==> src/hdl/tbqs_pkg.sv <==
// Shared types and constants for the token bucket queue shaper.
// No dependencies; used by every module of the block.
package tbqs_pkg;

   localparam int QUEUE_DEPTH_DEFAULT = 16;
   localparam int SIZE_BITS_DEFAULT   = 16;

   // Configuration register indexes and reset values
   localparam int CSR_IDX_W = 1;
   localparam logic [CSR_IDX_W-1:0] CSR_TOKEN_RATE  = 1'b0;
   localparam logic [CSR_IDX_W-1:0] CSR_BUCKET_SIZE = 1'b1;
   localparam int TOKEN_RATE_RESET  = 2;
   localparam int BUCKET_SIZE_RESET = 5;

   // Request command encoding
   localparam logic CMD_IDLE = 1'b1;

   // Result event kinds
   localparam int KIND_W = 3;
   localparam logic [KIND_W-1:0] EV_QUEUED_SENT     = 3'd0;
   localparam logic [KIND_W-1:0] EV_ARRIVAL_SENT    = 3'd1;
   localparam logic [KIND_W-1:0] EV_ARRIVAL_QUEUED  = 3'd2;
   localparam logic [KIND_W-1:0] EV_ARRIVAL_DROPPED = 3'd3;
   localparam logic [KIND_W-1:0] EV_IDLE_NONE       = 3'd4;

   typedef enum logic {
      OP_ARRIVAL,
      OP_IDLE
   } op_type;

   typedef enum logic [1:0] {
      BK_WAIT,
      BK_READ,
      BK_DECIDE
   } back_state_type;

   // Head of the command queue as seen by the back end
   typedef struct packed {
      logic   valid;
      op_type op;
   } cmd_status_type;

endpackage

==> src/hdl/token_bucket_queue_shaper_unit.sv <==
// Token bucket shaper top level: configuration registers, front end, back end.
// Depends on tbqs_pkg, tbqs_front and tbqs_back.
//
// Each request transaction is one time unit. cmd 0 is a unit with a packet
// arrival of packet_size tokens, cmd 1 an idle unit. At the start of a unit
// the bucket gains token_rate tokens and is clipped to bucket_size. An
// arrival first sends queued packets from the head while the tokens cover
// them, then sends the arrival, queues it, or drops it when the wait queue
// is full. An idle unit sends at most one queued packet. Every event is one
// response transaction; rsp_last marks the final one of a unit. A head
// packet larger than the bucket blocks the wait queue for good. In the back
// end a unit goes WAIT, DECIDE, and READ then DECIDE again for each queued
// packet sent on an arrival (the head entry is re-read from the wait queue
// memory after every pop); response stalls hold it in DECIDE. A two-entry
// command queue lets new requests be taken while the back end works, and the
// response register lets the back end go on while a result waits.
// Configuration writes (index 0 token_rate, 1 bucket_size) are always
// accepted and belong only to quiet periods.
module token_bucket_queue_shaper_unit #(
   parameter int QUEUE_DEPTH = tbqs_pkg::QUEUE_DEPTH_DEFAULT,
   parameter int SIZE_BITS   = tbqs_pkg::SIZE_BITS_DEFAULT,
   localparam int COUNT_W    = $clog2(QUEUE_DEPTH + 1)
) (
   input  logic                              clock,
   input  logic                              reset,
   // request channel
   input  logic                              req_valid,
   output logic                              req_ready,
   input  logic                              req_cmd,
   input  logic [SIZE_BITS-1:0]              req_packet_size,
   // response channel
   output logic                              rsp_valid,
   input  logic                              rsp_ready,
   output logic [tbqs_pkg::KIND_W-1:0]       rsp_event_kind,
   output logic [SIZE_BITS-1:0]              rsp_sent_size,
   output logic [SIZE_BITS-1:0]              rsp_tokens_left,
   output logic [COUNT_W-1:0]                rsp_queue_count,
   output logic                              rsp_last,
   // configuration write channel
   input  logic                              csr_valid,
   output logic                              csr_ready,
   input  logic [tbqs_pkg::CSR_IDX_W-1:0]    csr_index,
   input  logic [SIZE_BITS-1:0]              csr_data
);

   logic [SIZE_BITS-1:0] rate_ff;
   logic [SIZE_BITS-1:0] bucket_ff;
   logic                 csr_write;

   tbqs_pkg::cmd_status_type q_stat;
   logic [SIZE_BITS-1:0]     q_size;
   logic                     q_pop;

   // Register writes never stall
   assign csr_ready = 1'b1;
   assign csr_write = csr_valid && csr_ready;

   always_ff @(posedge clock) begin
      if (reset) begin
         rate_ff   <= SIZE_BITS'(tbqs_pkg::TOKEN_RATE_RESET);
         bucket_ff <= SIZE_BITS'(tbqs_pkg::BUCKET_SIZE_RESET);
      end else if (csr_write) begin
         case (csr_index)
            tbqs_pkg::CSR_TOKEN_RATE:  rate_ff   <= csr_data;
            tbqs_pkg::CSR_BUCKET_SIZE: bucket_ff <= csr_data;
            default: begin
            end
         endcase
      end
   end

   // Front end: takes and classifies requests
   tbqs_front #(
      .SIZE_BITS (SIZE_BITS)
   ) u_front (
      .clock           (clock),
      .reset           (reset),
      .req_valid       (req_valid),
      .req_ready       (req_ready),
      .req_cmd         (req_cmd),
      .req_packet_size (req_packet_size),
      .q_stat          (q_stat),
      .q_size          (q_size),
      .q_pop           (q_pop)
   );

   // Back end: bucket update, wait queue, event generation
   tbqs_back #(
      .QUEUE_DEPTH (QUEUE_DEPTH),
      .SIZE_BITS   (SIZE_BITS)
   ) u_back (
      .clock           (clock),
      .reset           (reset),
      .token_rate      (rate_ff),
      .bucket_size     (bucket_ff),
      .q_stat          (q_stat),
      .q_size          (q_size),
      .q_pop           (q_pop),
      .rsp_valid       (rsp_valid),
      .rsp_ready       (rsp_ready),
      .rsp_event_kind  (rsp_event_kind),
      .rsp_sent_size   (rsp_sent_size),
      .rsp_tokens_left (rsp_tokens_left),
      .rsp_queue_count (rsp_queue_count),
      .rsp_last        (rsp_last)
   );

endmodule

==> src/hdl/tbqs_front.sv <==
// Front end: accepts request transactions, classifies them and holds them
// in a two-entry command queue. Depends on tbqs_pkg.
module tbqs_front #(
   parameter int SIZE_BITS = tbqs_pkg::SIZE_BITS_DEFAULT
) (
   input  logic                       clock,
   input  logic                       reset,
   input  logic                       req_valid,
   output logic                       req_ready,
   input  logic                       req_cmd,
   input  logic [SIZE_BITS-1:0]       req_packet_size,
   output tbqs_pkg::cmd_status_type   q_stat,
   output logic [SIZE_BITS-1:0]       q_size,
   input  logic                       q_pop
);

   tbqs_pkg::op_type     ent_op_ff   [2];
   logic [SIZE_BITS-1:0] ent_size_ff [2];
   logic                 wr_ff, wr_in;
   logic                 rd_ff, rd_in;
   logic [1:0]           cnt_ff, cnt_in;
   logic                 push;
   tbqs_pkg::op_type     op_class;

   assign req_ready = (cnt_ff != 2'd2);
   assign push      = req_valid && req_ready;
   assign op_class  = (req_cmd == tbqs_pkg::CMD_IDLE) ? tbqs_pkg::OP_IDLE
                                                      : tbqs_pkg::OP_ARRIVAL;

   always_comb begin
      wr_in  = push ? ~wr_ff : wr_ff;
      rd_in  = q_pop ? ~rd_ff : rd_ff;
      cnt_in = cnt_ff + {1'b0, push} - {1'b0, q_pop};
   end

   always_ff @(posedge clock) begin
      if (reset) begin
         wr_ff  <= 1'b0;
         rd_ff  <= 1'b0;
         cnt_ff <= 2'd0;
      end else begin
         wr_ff  <= wr_in;
         rd_ff  <= rd_in;
         cnt_ff <= cnt_in;
      end
   end

   always_ff @(posedge clock) begin
      if (push) begin
         ent_op_ff[wr_ff]   <= op_class;
         ent_size_ff[wr_ff] <= req_packet_size;
      end
   end

   assign q_stat.valid = (cnt_ff != 2'd0);
   assign q_stat.op    = ent_op_ff[rd_ff];
   assign q_size       = ent_size_ff[rd_ff];

endmodule

==> src/hdl/tbqs_back.sv <==
// Back end: token bucket, wait queue memory and result register.
// Depends on tbqs_pkg; fed by tbqs_front.
module tbqs_back #(
   parameter int QUEUE_DEPTH = tbqs_pkg::QUEUE_DEPTH_DEFAULT,
   parameter int SIZE_BITS   = tbqs_pkg::SIZE_BITS_DEFAULT,
   localparam int COUNT_W    = $clog2(QUEUE_DEPTH + 1),
   localparam int IDX_W      = (QUEUE_DEPTH > 1) ? $clog2(QUEUE_DEPTH) : 1
) (
   input  logic                           clock,
   input  logic                           reset,
   input  logic [SIZE_BITS-1:0]           token_rate,
   input  logic [SIZE_BITS-1:0]           bucket_size,
   input  tbqs_pkg::cmd_status_type       q_stat,
   input  logic [SIZE_BITS-1:0]           q_size,
   output logic                           q_pop,
   output logic                           rsp_valid,
   input  logic                           rsp_ready,
   output logic [tbqs_pkg::KIND_W-1:0]    rsp_event_kind,
   output logic [SIZE_BITS-1:0]           rsp_sent_size,
   output logic [SIZE_BITS-1:0]           rsp_tokens_left,
   output logic [COUNT_W-1:0]             rsp_queue_count,
   output logic                           rsp_last
);

   tbqs_pkg::back_state_type st_ff, st_in;

   logic [SIZE_BITS-1:0] tok_ff, tok_in;
   logic [IDX_W-1:0]     head_ff, head_in;
   logic [IDX_W-1:0]     tail_ff, tail_in;
   logic [COUNT_W-1:0]   fill_ff, fill_in;
   tbqs_pkg::op_type     op_ff;
   logic [SIZE_BITS-1:0] size_ff;
   logic [SIZE_BITS-1:0] rd_ff;
   logic [SIZE_BITS-1:0] mem [QUEUE_DEPTH];

   logic                        out_valid_ff, out_valid_in;
   logic [tbqs_pkg::KIND_W-1:0] out_kind_ff, out_kind_in;
   logic [SIZE_BITS-1:0]        out_size_ff, out_size_in;
   logic [SIZE_BITS-1:0]        out_tok_ff;
   logic [COUNT_W-1:0]          out_cnt_ff;
   logic                        out_last_ff, out_last_in;

   logic                 out_free;
   logic                 fire;
   logic                 head_fits;
   logic                 arr_fits;
   logic                 has_room;
   logic                 do_pop;
   logic                 do_push;
   logic [SIZE_BITS:0]   refill_sum;
   logic [SIZE_BITS-1:0] refill_tok;

   assign out_free   = !out_valid_ff || rsp_ready;
   assign head_fits  = (fill_ff != '0) && (tok_ff >= rd_ff);
   assign arr_fits   = (tok_ff >= size_ff);
   assign has_room   = (fill_ff < COUNT_W'(QUEUE_DEPTH));
   assign refill_sum = {1'b0, tok_ff} + {1'b0, token_rate};
   assign refill_tok = (refill_sum < {1'b0, bucket_size}) ? refill_sum[SIZE_BITS-1:0]
                                                          : bucket_size;

   // Next state
   always_comb begin
      st_in = st_ff;
      case (st_ff)
         tbqs_pkg::BK_WAIT: begin
            if (q_stat.valid) st_in = tbqs_pkg::BK_DECIDE;
         end
         tbqs_pkg::BK_READ: begin
            st_in = tbqs_pkg::BK_DECIDE;
         end
         tbqs_pkg::BK_DECIDE: begin
            if (out_free) begin
               if (op_ff == tbqs_pkg::OP_ARRIVAL && head_fits) st_in = tbqs_pkg::BK_READ;
               else st_in = tbqs_pkg::BK_WAIT;
            end
         end
         default: st_in = tbqs_pkg::BK_WAIT;
      endcase
   end

   // Outputs and datapath controls
   always_comb begin
      q_pop       = 1'b0;
      fire        = 1'b0;
      do_pop      = 1'b0;
      do_push     = 1'b0;
      tok_in      = tok_ff;
      out_kind_in = tbqs_pkg::EV_IDLE_NONE;
      out_size_in = '0;
      out_last_in = 1'b1;
      case (st_ff)
         tbqs_pkg::BK_WAIT: begin
            q_pop = q_stat.valid;
            if (q_stat.valid) tok_in = refill_tok;
         end
         tbqs_pkg::BK_DECIDE: begin
            fire = out_free;
            if (head_fits) begin
               do_pop      = out_free;
               tok_in      = tok_ff - rd_ff;
               out_kind_in = tbqs_pkg::EV_QUEUED_SENT;
               out_size_in = rd_ff;
               out_last_in = (op_ff == tbqs_pkg::OP_IDLE);
            end else if (op_ff == tbqs_pkg::OP_IDLE) begin
               out_kind_in = tbqs_pkg::EV_IDLE_NONE;
            end else if (arr_fits) begin
               tok_in      = tok_ff - size_ff;
               out_kind_in = tbqs_pkg::EV_ARRIVAL_SENT;
               out_size_in = size_ff;
            end else if (has_room) begin
               do_push     = out_free;
               out_kind_in = tbqs_pkg::EV_ARRIVAL_QUEUED;
               out_size_in = size_ff;
            end else begin
               out_kind_in = tbqs_pkg::EV_ARRIVAL_DROPPED;
               out_size_in = size_ff;
            end
            if (!out_free) tok_in = tok_ff;
         end
         default: begin
         end
      endcase
   end

   always_comb begin
      head_in = head_ff;
      tail_in = tail_ff;
      fill_in = fill_ff;
      if (do_pop) begin
         head_in = (head_ff == IDX_W'(QUEUE_DEPTH - 1)) ? '0 : head_ff + 1'b1;
         fill_in = fill_ff - 1'b1;
      end
      if (do_push) begin
         tail_in = (tail_ff == IDX_W'(QUEUE_DEPTH - 1)) ? '0 : tail_ff + 1'b1;
         fill_in = fill_ff + 1'b1;
      end
      out_valid_in = out_valid_ff;
      if (rsp_ready) out_valid_in = 1'b0;
      if (fire) out_valid_in = 1'b1;
   end

   always_ff @(posedge clock) begin
      if (reset) begin
         st_ff        <= tbqs_pkg::BK_WAIT;
         tok_ff       <= '0;
         head_ff      <= '0;
         tail_ff      <= '0;
         fill_ff      <= '0;
         out_valid_ff <= 1'b0;
      end else begin
         st_ff        <= st_in;
         tok_ff       <= tok_in;
         head_ff      <= head_in;
         tail_ff      <= tail_in;
         fill_ff      <= fill_in;
         out_valid_ff <= out_valid_in;
      end
   end

   always_ff @(posedge clock) begin
      if (q_pop) begin
         op_ff   <= q_stat.op;
         size_ff <= q_size;
      end
      if (fire) begin
         out_kind_ff <= out_kind_in;
         out_size_ff <= out_size_in;
         out_tok_ff  <= tok_in;
         out_cnt_ff  <= fill_in;
         out_last_ff <= out_last_in;
      end
   end

   // Wait queue memory, registered read of the head entry
   always_ff @(posedge clock) begin
      if (do_push) mem[tail_ff] <= size_ff;
      rd_ff <= mem[head_ff];
   end

   assign rsp_valid       = out_valid_ff;
   assign rsp_event_kind  = out_kind_ff;
   assign rsp_sent_size   = out_size_ff;
   assign rsp_tokens_left = out_tok_ff;
   assign rsp_queue_count = out_cnt_ff;
   assign rsp_last        = out_last_ff;

endmodule

==> config.mk <==
export PLATFORM = sky130hd
export DESIGN_NAME = token_bucket_queue_shaper_unit
export DESIGN_NICKNAME = d
export VERILOG_FILES = /design/src/hdl/tbqs_pkg.sv /design/src/hdl/token_bucket_queue_shaper_unit.sv /design/src/hdl/tbqs_front.sv /design/src/hdl/tbqs_back.sv
export SDC_FILE = /design/constraint.sdc
export NUM_CORES = 1
export LEC_CHECK = 0
export BUFFER_PORTS_ARGS = -buffer_cell sky130_fd_sc_hd__buf_2
export CAP_MARGIN = 5
export CELL_PAD_IN_SITES_DETAIL_PLACEMENT = 2
export CELL_PAD_IN_SITES_GLOBAL_PLACEMENT = 2
export CORE_ASPECT_RATIO = 0.5
export CORE_UTILIZATION = 40
export CTS_BUF_LIST = sky130_fd_sc_hd__clkbuf_4
export DETAILED_ROUTE_END_ITERATION = 16
export GPL_ROUTABILITY_DRIVEN = 0
export PLACE_DENSITY_LB_ADDON = 0.1
export SETUP_SLACK_MARGIN = 0.15
export SLEW_MARGIN = 5
export SYNTH_ARGS = -nofsm -noshare
export SYNTH_HDL_FRONTEND = slang
export SYNTH_SLANG_ARGS = --single-unit
==> constraint.sdc <==
create_clock -name clock -period 5.4 [get_ports clock]
set_input_delay 1.08 -clock clock [delete_from_list [all_inputs] [get_ports clock]]
set_output_delay 1.08 -clock clock [all_outputs]
set_load 0.02 [all_outputs]
Yosys cells after proc, flatten, opt, wreduce, memory -nomap -nowiden
Memory sizes are Yosys's and may differ from the RTL's. A register that Yosys moved wholly into a read port is not among the register bits.
Index checks and enable logic that the tools add are counted.

cells by class
  add/subtract/negate cells = 9
  $lt $le $gt $ge = 4
  equality and inequality tests = 7
  multiplexer cells = 37
  bitwise operators = 5
  reductions and logical operators = 15

operators by type and width
  operator                                                count
  2-to-1 mux 16 bit                                       8
  >= comparator 16 bit                                    2
  one-hot mux 16 bit (2 select lines)                     1
  subtractor 16 bit                                       2
  2-to-1 mux 1 bit                                        18
  adder 16 x 16 -> 17 bit                                 1
  less-than comparator 17 x 16 -> 1 bit                   1
  2-to-1 mux 5 bit                                        2
  2-to-1 mux 3 bit                                        3
  adder 4 x 1 -> 4 bit (second input constant)            2
  equality test 4 bit (second input constant)             2
  2-to-1 mux 4 bit                                        2
  AND reduction 2 bit                                     4
  one-hot mux 2 bit (3 select lines)                      1
  adder 5 x 1 -> 5 bit (second input constant)            1
  less-than comparator 5 bit (second input constant)      1
  NOT 1 bit                                               5
  nonzero test 5 bit                                      1
  subtractor 5 x 1 -> 5 bit (second input constant)       1
  2-to-1 mux 2 bit                                        2
  inequality test 2 x 1 -> 1 bit (second input constant)  2
  nonzero test 2 bit                                      2
  OR reduction 4 bit                                      1
  logical AND 1 bit                                       3
  other kinds (9)                                         9

word-level totals
  register bits = 109
  bits in writable memories = 290
  input bits = 39
  output and inout port bits = 44
  logic and storage cells = 98
  memories = 3

memory list
  name                 depth  width  rd ports  clocked after Yosys merged registers in  write ports  RTL line          RTL
  u_back.mem           16     16     1         1                                        1            tbqs_back.sv:34   logic [SIZE_BITS-1:0] mem [QUEUE_DEPTH];
  u_front.ent_size_ff  2      16     1         1                                        1            tbqs_front.sv:18  logic [SIZE_BITS-1:0] ent_size_ff [2];
  u_front.ent_op_ff    2      1      1         1                                        1            tbqs_front.sv:17  tbqs_pkg::op_type ent_op_ff [2];

Depth between registers and ports, before layout
  word-level depth = 9
  mapped depth = 19
  gate-level depth less buffers = 17

Hierarchy
A second synthesis with hierarchy kept.

unflattened totals
  cells, all modules = 1330
  area, all modules = 19601.3 µm²

by module, submodules not included
  module                          instances  cells an instance  area each (µm²)  sequential area each (µm²)
  tbqs_back                       1          1118               16751.1          10390.0
  tbqs_front                      1          82                 1477.7           1121.1
  token_bucket_queue_shaper_unit  1          130                1372.6           640.6

Worst setup path after synthesis
OpenSTA, ideal clock, no wires.

  kind = reg2reg
  start point = register u_back.size_ff[11] (read register of u_front.ent_size_ff)
  end point = memory u_back.mem[3][0] (netlist bit) (enable)
  library setup time = 0.409 ns
  arrival = 3.598 ns
  required time = 4.991 ns
  path slack = 1.393 ns
  cell stages (with the launch flop) = 11
  path buffers = 1
  clock period less this slack = 4.007 ns
  cell sequence = edfxtp_1 > inv_1 > ha_1 > a21oi_1 > o21ai_0 > a221oi_2 > and4bb_2 > nor4b_4 > buf_4 > nand2_1 > nor3_1

on the way
  longest elaborated chain between the ends = 7

ends and longest elaborated chain
  item                                    RTL line          RTL
  start: declaration                      tbqs_back.sv:32   logic [SIZE_BITS-1:0] size_ff;
  >= comparator 16 bit                    tbqs_back.sv:55   assign arr_fits = (tok_ff >= size_ff);
  2-to-1 mux 1 bit                        tbqs_back.sv:106  end else if (arr_fits) begin
  2-to-1 mux 1 bit                        tbqs_back.sv:104  end else if (op_ff == tbqs_pkg::OP_IDLE) begin
  2-to-1 mux 1 bit                        tbqs_back.sv:98   if (head_fits) begin
  2-to-1 mux 1 bit                        tbqs_back.sv:91   case (st_ff)
  2-to-1 mux 1 bit                        tbqs_back.sv:176  if (do_push) mem[tail_ff] <= size_ff;
  2-to-1 mux 1 bit (not written as such)  tbqs_back.sv:176
  end: declaration                        tbqs_back.sv:34

Every way passes these cells.

Worst setup path in the final report
  start point = register u_back.tok_ff[1]
  end point = register u_back.out_tok_ff[13], in the netlist u_back.rsp_tokens_left[13] (data pin)

on the way
  longest elaborated chain between the ends = 6
  elaborated cells on any way between the ends = 14
  classes of those cells = 3 x add/sub; 3 x order compare; 7 x mux; 1 x reduce/logical

ends and longest elaborated chain
  item                                                                             RTL line          RTL
  start: declaration                                                               tbqs_back.sv:27   logic [SIZE_BITS-1:0] tok_ff, tok_in;
  start signal: assignment                                                         tbqs_back.sv:152  tok_ff <= tok_in;
  parallel branches: the longest is 5 deep, another holds adder 16 x 16 -> 17 bit  n/a
  one-hot mux 16 bit (2 select lines) *                                            tbqs_back.sv:91
  net u_back.tok_in[13]                                                            tbqs_back.sv:27
  end signal: assignment                                                           tbqs_back.sv:168  out_tok_ff <= tok_in;
  end: declaration                                                                 tbqs_back.sv:39   logic [SIZE_BITS-1:0] out_tok_ff;

Mark *: on every way through the listed nets, which the timed path passes.
A chain may end at the register's enable or synchronous reset.

==> results by group <==
Layout
  – Area grow syn2layout: 13.9%
  – NumNets Final: about 1.6k
  – Layout fillers: between 4k and 5k
  – Final Cell Area: approximately 0.022 mm²
  – Share of cells above drive strength 1: between 20 and 30%

Placed design
  – Final HPWL DP: approximately 40 mm
  – DP Worst Slack: between 600 and 700 ps
  – Post-DP Area: roughly 0.021 mm²
  – PortBufs: 81

Drt
  – DRT Wirelength: 58.6 mm
  – Antenna Violating Nets Remaining: 0
  – Vias: approximately 12k
  – Vias per Instance: 5.52
  – Routed len/inst: around 26 µm
  – DRC: 0
  – Drt initial violations: 814
  – First-pass iteration count of the detailed router: 5

Critical path
  – Startpoint Class: flop
  – Worst Path Max Fanout: 18
  – RR Startpoint: u_back.tok_ff[1]$_SDFF_PP0_
  – Critical-path cell list: ha_1, a211oi_1, nor2_1, a2111oi_0, or4b_2, nand4_1, ha_1, a21o_1, a211oi_1, nand2_1, a21oi_1, o21a_1, a21oi_1, o21ai_0, nand4_1
  – Setup slack, reg-to-reg: 630 ps
  – Slowest CP cell: a2111oi_0
  – Worst r2r dst: u_back.rsp_tokens_left[13]$_DFFE_PP_
  – Setup Crit Path Kind: flop to flop
  – Worst EP required: between 5000 and 6000 ps
  – Reg2Reg Depth: 15
  – Arrival time worst endpoint: approximately 5300 ps
  – Worst Setup End Kind: flop
  – Largest stage delay on the critical path: roughly 730 ps

Power and ir drop
  – Leakage: between 0.007 and 0.008 µW
  – Pwr Total: 9820 µW
  – Max VDD drop: ~0.00024 V
  – Pwr/cell area: 448 mW/mm²

GRT
  – GR Overflow Total: 0
  – Largest net degree at the start of global routing: 43
  – Global-route wire length before repair: approximately 86 mm
  – Vias in the first global route: between 10k and 15k
  – GRT Util Overall: between 20% and 30%
  – Initial antenna violation count: 5

Clock tree
  – Clock tree buffer depth: 3
  – H-tree levels: 3
  – CTS root buf: clkbuf_4
  – Total clock sinks: ~430
  – Clock transition at path regs: roughly 70 ps
  – CTS tree: done
  – Post-CTS sizing: 0
  – Setup Fix Bufs, Post-CTS: 0
  – Clk_lat worst skew: between 800 and 900 ps
  – Hold buffer count at cts: 0
  – CTS buffer count: between 90 and 100

STA
  – Worst slew margin: 18.2%
  – Final worst slack: ~630 ps
  – # setup viols final: 0
  – Clock skew: 64.6 ps
  – Final Cycle Share: 88.3%
  – Setup Total Neg Slack: 0 ps
  – RSZ-0062 raised after global routing: no
  – FMAX: roughly 0.21 GHz
  – Fin. max-slew vios: 0
  – Worst Tran Pin Value: ~1200 ps
  – Final hold violations: 0
  – Hold WS: between 400 and 500 ps
  – Crit path time final: 4770 ps

Logic synthesis
  – Main synth FF type: edfxtp_1
  – Syn Nets: 1474
  – Synth Cell Area: about 0.019 mm²
  – Yosys top cell area share: 54.3%
  – Top cells by area, synth: edfxtp_1, mux4_2, dfxtp_1
  – Sequential share of the synthesized area: between 60% and 70%
  – Synth Instances: ~1.4k
  – Post-synth EDFFs: roughly 350
  – Number of synthesized register bits: between 400 and 500
  – Distinct cells, synth: 70
  – Syn Area/Cell: between 10 and 15 µm²
  – Synth warnings: 0
  – Post-synthesis async set-or-reset flop share: 0%
  – Area leader, netlist: edfxtp_1

Hold path
  – HP Class: input pin to flop
  – Hold-critical path depth: 1
  – Hold Startpoint: req_cmd
  – Hold path endpoint: u_front.ent_op_ff[0]$_DFFE_PP_

Die
  – Core Area: 0.0472 mm²
  – Starting Density: 40.8%
  – Die extent in x: 312 µm
  – IO Count: 83
  – Site Rows: 56
  – DIE AREA: a little under 0.05 mm²
  – Chip Height: between 150 and 200 µm

Status
  – Status: finished clean

Run
  – Max-Cap Viols: 0
## worst max-delay path by stage
stage	start	to	slack (ps)
finish	u_back.tok_ff[1]$_SDFF_PP0_	u_back.rsp_tokens_left[13]$_DFFE_PP_	630
global route	u_back.tok_ff[1]$_SDFF_PP0_	u_back.rsp_tokens_left[14]$_DFFE_PP_	220
CTS	u_back.tok_ff[1]$_SDFF_PP0_	u_back.rsp_tokens_left[13]$_DFFE_PP_	610
detailed placement	u_back.tok_ff[1]$_SDFF_PP0_	u_back.rsp_tokens_left[13]$_DFFE_PP_	630
global placement	u_back.tok_ff[1]$_SDFF_PP0_	u_back.rsp_tokens_left[13]$_DFFE_PP_	750
floorplan	u_back.size_ff[11]$_DFFE_PP_	u_back.mem[3][0]$_DFFE_PP_	1390
## placed cells by master (no fill, tap or decap), types with 4 or more instances in the layout
cell,Yosys,layout
clkbuf_4,0,161
edfxtp_1,348,348
nand2_1,138,138
o21bai_1,4,4
ha_1,72,72
nor2_1,64,64
o211ai_1,8,8
xnor2_1,17,17
a211oi_1,10,10
mux4_2,80,80
a22o_1,16,16
clkinv_1,0,15
dfxtp_1,84,81
a22oi_1,4,4
a222oi_1,7,7
buf_2,6,81
o21ai_0,44,44
buf_4,2,46
nor3_2,1,6
nor2b_1,16,16
xor2_1,25,25
a31oi_1,11,11
and3_1,9,9
o31ai_1,4,4
nand3_1,29,29
nand2b_1,12,12
inv_1,67,66
a21o_1,26,26
mux2_2,19,19
a211o_1,4,4
or3_1,5,5
a21oi_1,87,87
nor3_1,15,10
nand4_1,16,16
o21a_1,11,11
## per-layer routing
metal	global-route usage, %	share of wire (%)	routed length, µm
met5	0	0.022	13
met4	6.98	1.9	1110
met3	5.28	5.7	3310
met2	40.0	48	28100
met1	32.0	44	26100
## synthesized netlist by cell type, drive strengths merged (12+ instances only)
| cell | instances |
|---|---|
| a21o | 26 |
| a22o | 16 |
| nand3 | 29 |
| xnor2 | 17 |
| buf | 19 |
| nand4 | 16 |
| ha | 72 |
| mux4 | 80 |
| nand2b | 12 |
| dfxtp | 84 |
| nor2 | 65 |
| o21ai | 45 |
| edfxtp | 348 |
| inv | 67 |
| nor3 | 16 |
| a31oi | 13 |
| mux2 | 19 |
| nor2b | 16 |
| a21oi | 87 |
| xor2 | 25 |
| clkbuf | 36 |
| nand2 | 138 |
## sequential cells by signal, summed over array words and instances, names as in the netlist
name	cells
u_back.rsp_valid	1
u_back.fill_ff	5
u_back.rsp_sent_size	16
u_back.rsp_last	1
u_back.st_ff	2
rate_ff	16
u_back.size_ff	16
u_back.mem	256
u_front.wr_ff	1
bucket_ff	16
u_back.rsp_event_kind	3
u_front.ent_op_ff	2
u_front.ent_size_ff	32
u_back.rd_ff	16
u_back.tail_ff	4
u_back.op_ff	1
u_back.head_ff	4
u_front.cnt_ff	2
u_back.rsp_tokens_left	16
u_back.rsp_queue_count	5
u_back.tok_ff	16
u_front.rd_ff	1
## through the flow
stage	std cells	util, %
after floorplan	1360	-
after global placement	2069	43.6
after detailed placement	2069	43.6
after CTS	2254	46.5
after global routing	2255	46.5
final	2255	46.5
## worst max-delay path, delay by kind of cell (launching register included)
kind | cells | cell delay, ps
fa+ha+maj | 2 | 560
compound gates | 8 | 2630
simple gates | 5 | 800
flops | 1 | 520
## where the power goes
part / internal [µW] / switching [µW] / total (µW)
Clock: 1400 / 1410 / 2810
Combinational: 860 / 1710 / 2570
Sequential: 4170 / 258 / 4430
## kinds of logic (layout without fill, tap and decap cells)
kind of cell               Yosys count  count (layout)  synth area share (%)
muxes                              102             102                  10.6
and+or+nand+nor                    323             323                  7.80
AOI/OAI and AO/OA                  262             262                  8.93
DFF                                432             432                  63.0
adders and majority gates           75              75                  4.99
other                                1               2                0.0195
buffers and inverters              123             379                  2.67
xor gates and xnor gates            42              42                  1.91
## cell type report
| cell class | instances | area, µm² | share of cell area, % |
|---|---|---|---|
| clock inverters | 24 | 140 | 0.639 |
| clock buffers | 161 | 1210 | 5.52 |
| well taps | 638 | 798 | 3.64 |
| flip-flops and latches | 432 | 12100 | 55.4 |
| repair buffers | 127 | 751 | 3.43 |
| diodes | 1 | 2.50 | 0.0114 |
| inverters | 67 | 251 | 1.15 |
| multi-input cells | 805 | 6620 | 30.2 |
Power figures use the tool's default switching activity.
